## config.mk

```make
export PLATFORM = sky130hd
export DESIGN_NAME = mandelbrot_escape_time_pixel
export DESIGN_NICKNAME = d
export VERILOG_FILES = /design/src/sv/met_pkg.sv /design/src/sv/met_mul.sv /design/src/sv/mandelbrot_escape_time_pixel.sv
export SDC_FILE = /design/constraint.sdc
export NUM_CORES = 2
export LEC_CHECK = 0
export BUFFER_PORTS_ARGS = -buffer_cell sky130_fd_sc_hd__buf_2
export CORE_UTILIZATION = 55
export DETAILED_ROUTE_END_ITERATION = 10
export PLACE_DENSITY = 0.85
export SETUP_SLACK_MARGIN = 0.5
export SKIP_CTS_REPAIR_TIMING = 1
export SLEW_MARGIN = 40
export SYNTH_ARGS = -nofsm -noshare
export SYNTH_HDL_FRONTEND = slang
export SYNTH_SLANG_ARGS = --single-unit
export TNS_END_PERCENT = 50
```

## constraint.sdc

```tcl
create_clock -name clk_i -period 17 [get_ports clk_i]
set_input_delay 0.85 -clock clk_i [delete_from_list [all_inputs] [get_ports clk_i]]
set_output_delay 0.85 -clock clk_i [all_outputs]
set_load 0.01 [all_outputs]
```

## src/sv/met_pkg.sv

```systemverilog
// Shared types, constants and saturation helpers of the escape-time engine.
// No dependencies.
`timescale 1ns / 1ps

package met_pkg;

  localparam int COORD_W = 32;            // signed Q4.28
  localparam int FRAC_W  = COORD_W - 4;
  localparam int DIM_W   = 12;
  localparam int CNT_W   = 16;
  localparam int ZOOM_W  = 31;
  localparam int SIZE_W  = 13;
  localparam int IDX_W   = 3;
  localparam int PROD_W  = 2 * COORD_W;
  localparam int ACC_W   = COORD_W + 14;  // holds centre +/- 2^44

  // configuration register indexes
  localparam logic [IDX_W-1:0] CFG_ZOOM_STEP   = 3'd0;
  localparam logic [IDX_W-1:0] CFG_CENTER_REAL = 3'd1;
  localparam logic [IDX_W-1:0] CFG_CENTER_IMAG = 3'd2;
  localparam logic [IDX_W-1:0] CFG_IMAGE_WIDTH = 3'd3;
  localparam logic [IDX_W-1:0] CFG_IMAGE_HGT   = 3'd4;
  localparam logic [IDX_W-1:0] CFG_ITER_LIMIT  = 3'd5;

  localparam logic [ZOOM_W-1:0] ZOOM_RST  = ZOOM_W'(1048576);
  localparam logic [SIZE_W-1:0] WIDTH_RST = SIZE_W'(1024);
  localparam logic [SIZE_W-1:0] HGT_RST   = SIZE_W'(768);
  localparam logic [CNT_W-1:0]  LIMIT_RST = CNT_W'(256);

  localparam logic signed [ACC_W-1:0] FOUR = ACC_W'(1) <<< (FRAC_W + 2);
  localparam logic signed [ACC_W-1:0] CMAX = ACC_W'((64'd1 << (COORD_W - 1)) - 64'd1);
  localparam logic signed [ACC_W-1:0] CMIN = -CMAX - ACC_W'(1);

  typedef enum logic [8:0] {
    ST_IDLE = 9'b000000001,
    ST_MWR  = 9'b000000010,  // centre_real - width*zoom/2
    ST_MXR  = 9'b000000100,  // + x*zoom
    ST_MHI  = 9'b000001000,  // centre_imag - height*zoom/2
    ST_MYI  = 9'b000010000,  // + y*zoom
    ST_SQR  = 9'b000100000,  // zr^2
    ST_SQI  = 9'b001000000,  // zi^2
    ST_CRS  = 9'b010000000,  // escape test, 2*zr*zi, update
    ST_DONE = 9'b100000000
  } met_state_e;

  typedef struct packed {
    logic [PROD_W-1:0]         raw;  // magnitude product, exact
    logic signed [COORD_W-1:0] fix;  // fixed-point product, truncated and saturated
  } met_mul_t;

  function automatic logic signed [ACC_W-1:0] ext_coord(input logic signed [COORD_W-1:0] v);
    ext_coord = {{(ACC_W - COORD_W){v[COORD_W-1]}}, v};
  endfunction

  function automatic logic signed [COORD_W-1:0] sat_coord(input logic signed [ACC_W-1:0] v);
    if (v > CMAX) begin
      sat_coord = CMAX[COORD_W-1:0];
    end else if (v < CMIN) begin
      sat_coord = CMIN[COORD_W-1:0];
    end else begin
      sat_coord = v[COORD_W-1:0];
    end
  endfunction

endpackage

```

## src/sv/met_mul.sv

```systemverilog
// Shared signed-magnitude multiplier with fixed-point truncation and saturation.
// Depends on met_pkg.
`timescale 1ns / 1ps

module met_mul (
  input  logic signed [met_pkg::COORD_W-1:0] op_a_i,
  input  logic signed [met_pkg::COORD_W-1:0] op_b_i,
  output met_pkg::met_mul_t                  res_o
);

  localparam int QW = met_pkg::PROD_W - met_pkg::FRAC_W;

  logic                            neg;
  logic [met_pkg::COORD_W-1:0]     mag_a;
  logic [met_pkg::COORD_W-1:0]     mag_b;
  logic [met_pkg::PROD_W-1:0]      prod;
  logic [QW-1:0]                   quo;
  logic [QW-1:0]                   lim;

  assign neg   = op_a_i[met_pkg::COORD_W-1] ^ op_b_i[met_pkg::COORD_W-1];
  assign mag_a = op_a_i[met_pkg::COORD_W-1] ? -op_a_i : op_a_i;
  assign mag_b = op_b_i[met_pkg::COORD_W-1] ? -op_b_i : op_b_i;
  assign prod  = {{met_pkg::COORD_W{1'b0}}, mag_a} * {{met_pkg::COORD_W{1'b0}}, mag_b};
  assign quo   = prod[met_pkg::PROD_W-1:met_pkg::FRAC_W];
  // negative side reaches one further
  assign lim   = QW'(met_pkg::CMAX) + QW'(neg);

  always_comb begin
    res_o.raw = prod;
    if (quo > lim) begin
      res_o.fix = neg ? met_pkg::CMIN[met_pkg::COORD_W-1:0]
                      : met_pkg::CMAX[met_pkg::COORD_W-1:0];
    end else if (neg) begin
      res_o.fix = -quo[met_pkg::COORD_W-1:0];
    end else begin
      res_o.fix = quo[met_pkg::COORD_W-1:0];
    end
  end

endmodule

```

## src/sv/mandelbrot_escape_time_pixel.sv

```systemverilog
// Escape-time pixel engine: top level, sequencer and register file.
// Depends on met_pkg and met_mul.
//
//  channel | direction | handshake              | payload
//  --------+-----------+------------------------+----------------------------
//  cfg     | in        | cfg_valid_i/cfg_ready_o| cfg_index_i, cfg_data_i
//  in      | in        | in_valid_i/in_ready_o  | pixel_x_i, pixel_y_i
//  out     | out       | out_valid_o/out_ready_i| escape_count_o
//
// A word passes MWR, MXR, MHI and MYI, then SQR, SQI and CRS per escape test
// (escape index + 1 tests, or iteration_limit when bounded), then DONE: the
// single multiplier does the four mapping products, then zr^2, zi^2 and
// 2*zr*zi, one per cycle, for each test. The next word is taken back in IDLE.
// in_ready_o is high only while the sequencer is idle.
// The result sits in an output register, so a new word may be taken while it
// waits; a finished word holds in DONE until that register is free.
// rst_ni clears control state and loads the register defaults.
`timescale 1ns / 1ps

module mandelbrot_escape_time_pixel (
  input  logic                          clk_i,
  input  logic                          rst_ni,
  // configuration writes
  input  logic                          cfg_valid_i,
  output logic                          cfg_ready_o,
  input  logic [met_pkg::IDX_W-1:0]     cfg_index_i,
  input  logic [met_pkg::COORD_W-1:0]   cfg_data_i,
  // pixel in
  input  logic                          in_valid_i,
  output logic                          in_ready_o,
  input  logic [met_pkg::DIM_W-1:0]     pixel_x_i,
  input  logic [met_pkg::DIM_W-1:0]     pixel_y_i,
  // escape count out
  output logic                          out_valid_o,
  input  logic                          out_ready_i,
  output logic [met_pkg::CNT_W-1:0]     escape_count_o
);

  localparam int CW = met_pkg::COORD_W;
  localparam int AW = met_pkg::ACC_W;

  // ---------------------------------------------------------------------------
  // Configuration registers. Writes are taken at any time.
  // ---------------------------------------------------------------------------
  logic [met_pkg::ZOOM_W-1:0] zoom_q;
  logic signed [CW-1:0]       cen_re_q;
  logic signed [CW-1:0]       cen_im_q;
  logic [met_pkg::SIZE_W-1:0] width_q;
  logic [met_pkg::SIZE_W-1:0] height_q;
  logic [met_pkg::CNT_W-1:0]  limit_q;

  assign cfg_ready_o = 1'b1;

  always_ff @(posedge clk_i or negedge rst_ni) begin
    if (!rst_ni) begin
      zoom_q   <= met_pkg::ZOOM_RST;
      cen_re_q <= '0;
      cen_im_q <= '0;
      width_q  <= met_pkg::WIDTH_RST;
      height_q <= met_pkg::HGT_RST;
      limit_q  <= met_pkg::LIMIT_RST;
    end else if (cfg_valid_i) begin
      unique case (cfg_index_i)
        met_pkg::CFG_ZOOM_STEP:   zoom_q   <= cfg_data_i[met_pkg::ZOOM_W-1:0];
        met_pkg::CFG_CENTER_REAL: cen_re_q <= cfg_data_i;
        met_pkg::CFG_CENTER_IMAG: cen_im_q <= cfg_data_i;
        met_pkg::CFG_IMAGE_WIDTH: width_q  <= cfg_data_i[met_pkg::SIZE_W-1:0];
        met_pkg::CFG_IMAGE_HGT:   height_q <= cfg_data_i[met_pkg::SIZE_W-1:0];
        met_pkg::CFG_ITER_LIMIT:  limit_q  <= cfg_data_i[met_pkg::CNT_W-1:0];
        default: ;  // unused indexes are dropped
      endcase
    end
  end

  // ---------------------------------------------------------------------------
  // Sequencer state and datapath registers
  // ---------------------------------------------------------------------------
  met_pkg::met_state_e state_q, state_d;

  logic [met_pkg::DIM_W-1:0] px_q, px_d;
  logic [met_pkg::DIM_W-1:0] py_q, py_d;
  logic signed [AW-1:0]      acc_q, acc_d;   // centre minus half span
  logic signed [CW-1:0]      cr_q, cr_d;
  logic signed [CW-1:0]      ci_q, ci_d;
  logic signed [CW-1:0]      zr_q, zr_d;
  logic signed [CW-1:0]      zi_q, zi_d;
  logic signed [CW-1:0]      zr2_q, zr2_d;   // saturated zr + zr
  logic signed [CW-1:0]      r2_q, r2_d;
  logic signed [CW-1:0]      i2_q, i2_d;
  logic [met_pkg::CNT_W-1:0] n_q, n_d;       // iteration index

  logic                      out_valid_q, out_valid_d;
  logic [met_pkg::CNT_W-1:0] count_q, count_d;

  // shared multiplier
  logic signed [CW-1:0] mul_a;
  logic signed [CW-1:0] mul_b;
  met_pkg::met_mul_t    mul_res;

  met_mul u_mul (
    .op_a_i (mul_a),
    .op_b_i (mul_b),
    .res_o  (mul_res)
  );

  // operand selection per step; mapping products are non-negative
  always_comb begin
    mul_a = {1'b0, zoom_q};
    mul_b = '0;
    unique case (state_q)
      met_pkg::ST_MWR: mul_b = {{(CW - met_pkg::SIZE_W){1'b0}}, width_q};
      met_pkg::ST_MXR: mul_b = {{(CW - met_pkg::DIM_W){1'b0}}, px_q};
      met_pkg::ST_MHI: mul_b = {{(CW - met_pkg::SIZE_W){1'b0}}, height_q};
      met_pkg::ST_MYI: mul_b = {{(CW - met_pkg::DIM_W){1'b0}}, py_q};
      met_pkg::ST_SQR: begin
        mul_a = zr_q;
        mul_b = zr_q;
      end
      met_pkg::ST_SQI: begin
        mul_a = zi_q;
        mul_b = zi_q;
      end
      met_pkg::ST_CRS: begin
        mul_a = zr2_q;
        mul_b = zi_q;
      end
      default: ;
    endcase
  end

  // half span: floor(dim * zoom / 2); product stays below 2^44
  logic signed [AW-1:0] half_span;
  logic signed [AW-1:0] step_ofs;
  logic signed [AW-1:0] mag_sum;   // r2 + i2, both non-negative
  logic                 escaped;
  logic                 last_iter;
  logic                 slot_free;

  assign half_span = {1'b0, mul_res.raw[AW-1:1]};
  assign step_ofs  = mul_res.raw[AW-1:0];
  assign mag_sum   = met_pkg::ext_coord(r2_q) + met_pkg::ext_coord(i2_q);
  assign escaped   = mag_sum > met_pkg::FOUR;
  assign last_iter = n_q == (limit_q - met_pkg::CNT_W'(1));
  assign slot_free = !out_valid_q || out_ready_i;

  assign in_ready_o = state_q == met_pkg::ST_IDLE;

  always_comb begin
    state_d     = state_q;
    px_d        = px_q;
    py_d        = py_q;
    acc_d       = acc_q;
    cr_d        = cr_q;
    ci_d        = ci_q;
    zr_d        = zr_q;
    zi_d        = zi_q;
    zr2_d       = zr2_q;
    r2_d        = r2_q;
    i2_d        = i2_q;
    n_d         = n_q;
    out_valid_d = out_valid_q && !out_ready_i;
    count_d     = count_q;

    unique case (state_q)
      met_pkg::ST_IDLE: begin
        if (in_valid_i) begin
          px_d    = pixel_x_i;
          py_d    = pixel_y_i;
          state_d = met_pkg::ST_MWR;
        end
      end
      met_pkg::ST_MWR: begin
        acc_d   = met_pkg::ext_coord(cen_re_q) - half_span;
        state_d = met_pkg::ST_MXR;
      end
      met_pkg::ST_MXR: begin
        cr_d    = met_pkg::sat_coord(acc_q + step_ofs);
        zr_d    = met_pkg::sat_coord(acc_q + step_ofs);
        state_d = met_pkg::ST_MHI;
      end
      met_pkg::ST_MHI: begin
        acc_d   = met_pkg::ext_coord(cen_im_q) - half_span;
        state_d = met_pkg::ST_MYI;
      end
      met_pkg::ST_MYI: begin
        ci_d    = met_pkg::sat_coord(acc_q + step_ofs);
        zi_d    = met_pkg::sat_coord(acc_q + step_ofs);
        n_d     = '0;
        // a zero limit runs nothing and reports 0
        state_d = (limit_q == '0) ? met_pkg::ST_DONE : met_pkg::ST_SQR;
      end
      met_pkg::ST_SQR: begin
        r2_d    = mul_res.fix;
        zr2_d   = met_pkg::sat_coord(met_pkg::ext_coord(zr_q) + met_pkg::ext_coord(zr_q));
        state_d = met_pkg::ST_SQI;
      end
      met_pkg::ST_SQI: begin
        i2_d    = mul_res.fix;
        state_d = met_pkg::ST_CRS;
      end
      met_pkg::ST_CRS: begin
        if (escaped || last_iter) begin
          state_d = met_pkg::ST_DONE;
        end else begin
          zi_d    = met_pkg::sat_coord(met_pkg::ext_coord(mul_res.fix)
                                       + met_pkg::ext_coord(ci_q));
          zr_d    = met_pkg::sat_coord(met_pkg::ext_coord(r2_q) - met_pkg::ext_coord(i2_q)
                                       + met_pkg::ext_coord(cr_q));
          n_d     = n_q + met_pkg::CNT_W'(1);
          state_d = met_pkg::ST_SQR;
        end
      end
      met_pkg::ST_DONE: begin
        // index of escape, or limit - 1 when bounded: both are n
        if (slot_free) begin
          out_valid_d = 1'b1;
          count_d     = n_q;
          state_d     = met_pkg::ST_IDLE;
        end
      end
      default: state_d = met_pkg::ST_IDLE;
    endcase
  end

  always_ff @(posedge clk_i or negedge rst_ni) begin
    if (!rst_ni) begin
      state_q     <= met_pkg::ST_IDLE;
      out_valid_q <= 1'b0;
    end else begin
      state_q     <= state_d;
      out_valid_q <= out_valid_d;
    end
  end

  always_ff @(posedge clk_i) begin
    px_q    <= px_d;
    py_q    <= py_d;
    acc_q   <= acc_d;
    cr_q    <= cr_d;
    ci_q    <= ci_d;
    zr_q    <= zr_d;
    zi_q    <= zi_d;
    zr2_q   <= zr2_d;
    r2_q    <= r2_d;
    i2_q    <= i2_d;
    n_q     <= n_d;
    count_q <= count_d;
  end

  assign out_valid_o    = out_valid_q;
  assign escape_count_o = count_q;

endmodule

```

==> load_flow_metrics.sql <==
INSERT INTO impl_metrics (metric_group, metric, value, unit) VALUES
('setup_path', 'arrival', '16.76', 'ns'),
('clock_tree', 'insertion_delay', '0.64', 'ns'),
('yosys', 'synthesis.area', '67600', 'um2'),
('timing', 'hold_viol_final', '0', ''),
('clock_tree', 'cts_tree', 'done', ''),
('setup_path', 'critical_path.reg2reg.startpoint', 'state_q[2]$_DFFE_PN0P_', ''),
('power', 'vdd.ir_drop.worst', '0.134', 'mV'),
('layout', 'p_r_area_growth_vs_syn', '11.4', '%'),
('global_route', 'grt-ovfl-total', '0', ''),
('power', 'pwr_density_cell', '142', 'nW/um2'),
('yosys', 'synth-seq-cells', '473', ''),
('routing', 'via_count', '57500', ''),
('floorplanning', 'floorplan.die.width', '353', 'um'),
('setup_path', 'ff2ff_setup_slack', '0.66', 'ns'),
('clock_tree', 'clock-sinks', '473', ''),
('yosys', 'synth_cell_type_count', '116', ''),
('floorplanning', 'core_region_area', '122000', 'um2'),
('setup_path', 'crit_slowest_cell', 'fa_1', ''),
('setup_path', 'cpPeakStageDelay', '0.60', 'ns'),
('timing', 'normalized_max_slew_margin', '27.0', '%'),
('floorplanning', 'fp.dieArea', '124000', 'um2'),
('global_route', 'antenna_violations_before_repair', '5', ''),
('yosys', 'synth_ff_type', 'edfxtp_1', ''),
('routing', 'drt_first_pass_iters', '7', ''),
('setup_path', 'worst-setup-path-type', 'reg2reg', ''),
('timing', 'grt_setup_unrepaired', 'yes', ''),
('yosys', 'synth.yosys.warnings', '0', ''),
('clock_tree', 'cts.clk_slew.worst_paths', '0.07', 'ns'),
('setup_path', 'cp_startpoint_kind', 'register', ''),
('setup_path', 'maximum_fanout_along_the_worst_path', '8', ''),
('layout', 'design_area', '75300', 'um2'),
('placed_design', 'globalplace.congestion', '1.05', ''),
('routing', 'drcViolationCount', '0', ''),
('timing', 'worst_clock_skew', '0.0564', 'ns'),
('worst_hold_path', 'worstHoldPathType', 'in2async', ''),
('clock_tree', 'ctsLongestPathBuffers', '3', ''),
('layout', 'finalNonFillerCells', '9290', ''),
('timing', 'setup-violations-final', '0', ''),
('floorplanning', 'initial_cell_density_of_the_core', '55.4', '%'),
('timing', 'final.min_clock_period', '16.34', 'ns'),
('floorplanning', 'cell_rows', '128', ''),
('placed_design', 'dp.final_hpwl', '182', 'mm'),
('setup_path', 'r2r-end', 'zi_q[28]$_DFFE_PP_', ''),
('layout', 'fillCellCount', '9693', ''),
('power', 'total_leakage_power', '35.3', 'nW'),
('timing', 'worst_slew_pin_slew', '1.10', 'ns'),
('clock_tree', 'cts-htree-levels', '2', ''),
('yosys', 'synth_sequential_area_ratio', '19.9', '%'),
('placed_design', 'detailed_place.area', '71400', 'um2'),
('global_route', 'grt.total_usage', '36.1', '%'),
('global_route', 'first_global_vias', '58100', ''),
('routing', 'detail_route.wirelength', '227', 'mm'),
('routing', 'routedWlPerCell', '24.4', 'um'),
('setup_path', 'timing.critical_path.from', 'state_q[2]$_DFFE_PN0P_', ''),
('timing', 'period_share', '96.1', '%'),
('routing', 'ant_nets', '0', ''),
('setup_path', 'critical_path_required', '17.42', 'ns'),
('floorplanning', 'die-height', '353', 'um'),
('timing', 'clock.fmax', '0.0612', 'GHz'),
('clock_tree', 'cts_root_buf', 'clkbuf_16', ''),
('placed_design', 'portBuffers', '81', ''),
('yosys', 'synth_nets', '8952', ''),
('layout', 'storage_element_area', '13500', 'um2'),
('layout', 'finalNetCount', '9105', ''),
('floorplanning', 'top_level_ports', '83', ''),
('setup_path', 'r2r.worst_path.cells', '68', ''),
('job', 'cap_violations', '0', ''),
('layout', 'layout-drive-gt1-share', '13.3', '%'),
('routing', 'drt_first_iter_violations', '7188', ''),
('yosys', 'synth_area_per_cell', '9.05', 'um2'),
('yosys', 'synth_edf_count', '326', ''),
('global_route', 'grt_pass1_wl', '344', 'mm'),
('placed_design', 'post-place-cells', '9115', ''),
('global_route', 'pin_count_of_the_biggest_net_entering_global_routing', '79', ''),
('yosys', 'synthCells', '7467', ''),
('clock_tree', 'cts_inserted_buffers', '51', ''),
('timing', 'timing_max_transition_violations_final', '0', ''),
('routing', 'viasPerCell', '6.19', ''),
('setup_path', 'worst_setup_path_end_kind', 'register', ''),
('setup_path', 'worst_path_most_repeated_cell', 'fa_1', ''),
('layout', 'footprint_of_the_multi_input_gates', '49900', 'um2'),
('yosys', 'async_flop_share', '31.1', '%'),
('run_status', 'outcome', 'completed', '');
==> cell type report <==
class                           instances  share of cell area (%)
Inverter                             1282                    6.39
Sequential cell                       473                    17.9
Antenna cell                            4                  0.0133
Timing Repair Buffer                  424                    4.39
Clock buffer                           63                    1.78
Multi-Input combinational cell       5388                    66.3
Clock inverter                         31                   0.522
Tap cell                             1625                    2.70
==> Yosys cell counts (44+ instances only) <==
cell         n  area [um2]
a211oi_1    46         345
a21o_1     159        1190
a21oi_1    379        1900
a22oi_1     53         398
a31oi_1     44         275
and2_1      99         619
and3_1      49         307
buf_2       47         235
clkbuf_1   257         965
dfrtp_1    141        3530
edfxtp_1   326        9790
fa_1       932       18700
ha_1       489        6120
inv_1     1278        4800
mux2_2     170        1910
nand2_1    822        3090
nand3_1     70         350
nand4_1     57         357
nor2_1     702        2640
nor2b_1     61         382
nor3_1     113         566
o21ai_0    239        1200
o21bai_1    49         368
xnor2_1    196        1720
xor2_1     135        1180
==> state kept, by name (all words and copies together) (netlist names) <==
register and count:
zi_q 32, n_q 16, state_q 9, r2_q 32, zr_q 32, px_q 12
zr2_q 32, ci_q 32, limit_q 16, py_q 12, height_q 13, out_valid_o 1
escape_count_o 16, cen_re_q 32, zoom_q 31, acc_q 46, width_q 13, cen_im_q 32
cr_q 32, i2_q 32
==> critical path, delay by kind of cell, from the launching register on <==
family	cells	cell delay, ns
buffers and inverters	13	1.31
DFF	1	0.40
xor gates and xnor gates	2	0.39
and+or+nand+nor	14	3.19
muxes	1	0.27
adders and majority gates	12	5.30
AOI/OAI and AO/OA	26	5.28
==> report_power, final <==
group / leakage (nW) / switching (mW) / internal [mW]
sequential: 4.80 / 0.101 / 1.62
clock: 0.828 / 0.504 / 0.659
combinational: 29.6 / 4.99 / 2.79
==> kinds of logic (layout without fill, tap and decap cells) <==
logic type	after synthesis	after routing	share of synthesized area, %
xor+xnor	335	335	4.39
simple gates	2163	2163	14.4
buf+inv	1606	1800	9.08
other cells	1	5	0.00555
mux	187	187	3.08
compound gates	1281	1281	12.4
flops	473	473	19.9
fa+ha+maj	1421	1421	36.7
==> cell usage in the layout (no fill, tap or decap), drive strengths merged, types with 70 or more instances in the layout <==
cell type,synthesis,layout
inv,1281,1282
fa,932,932
nand2,822,822
nor2,703,703
ha,489,489
buf,67,418
a21oi,382,382
edfxtp,326,326
o21ai,260,260
xnor2,198,198
mux2,170,170
a21o,159,159
dfrtp,141,141
xor2,137,137
nor3,117,117
and2,102,102
nand3,70,70
==> worst max path at each step <==
stage	end	slack [ns]	depth (start not counted)
floorplan	zi_q[2]$_DFFE_PP_	0.57	73
global placement	zi_q[2]$_DFFE_PP_	-0.13	60
detailed placement	zi_q[28]$_DFFE_PP_	-0.48	62
CTS	zi_q[28]$_DFFE_PP_	-0.61	62
global route	zi_q[30]$_DFFE_PP_	0.11	70
finish	zi_q[28]$_DFFE_PP_	0.66	68
==> routing by layer <==
layer / GRT usage (%) / up-vias / share of wire, %
met5: 0 / - / 0.0053
met4: 18.6 / 2 / 6.5
met1: 47.8 / 28300 / 37
met3: 8.20 / 802 / 12
met2: 55.5 / 3831 / 44
li1: - / 24600 / -
==> metrics by stage <==
step	worst slack (ns)	power [mW]	setup TNS, ns	hold WS [ns]	utilization [%]
2_1_floorplan	0.573	6.56	0	0.475	-
3_3_place_gp	-0.132	8.72	-1.04	0.483	58.4
3_5_place_dp	-0.477	8.83	-10.26	0.492	58.5
4_1_cts	-0.609	10.1	-13.69	0.270	60.0
5_1_grt	0.113	11.2	0	0.305	61.8
6_report	0.662	10.7	0	0.257	61.8
(Power assumes the default switching activity.)
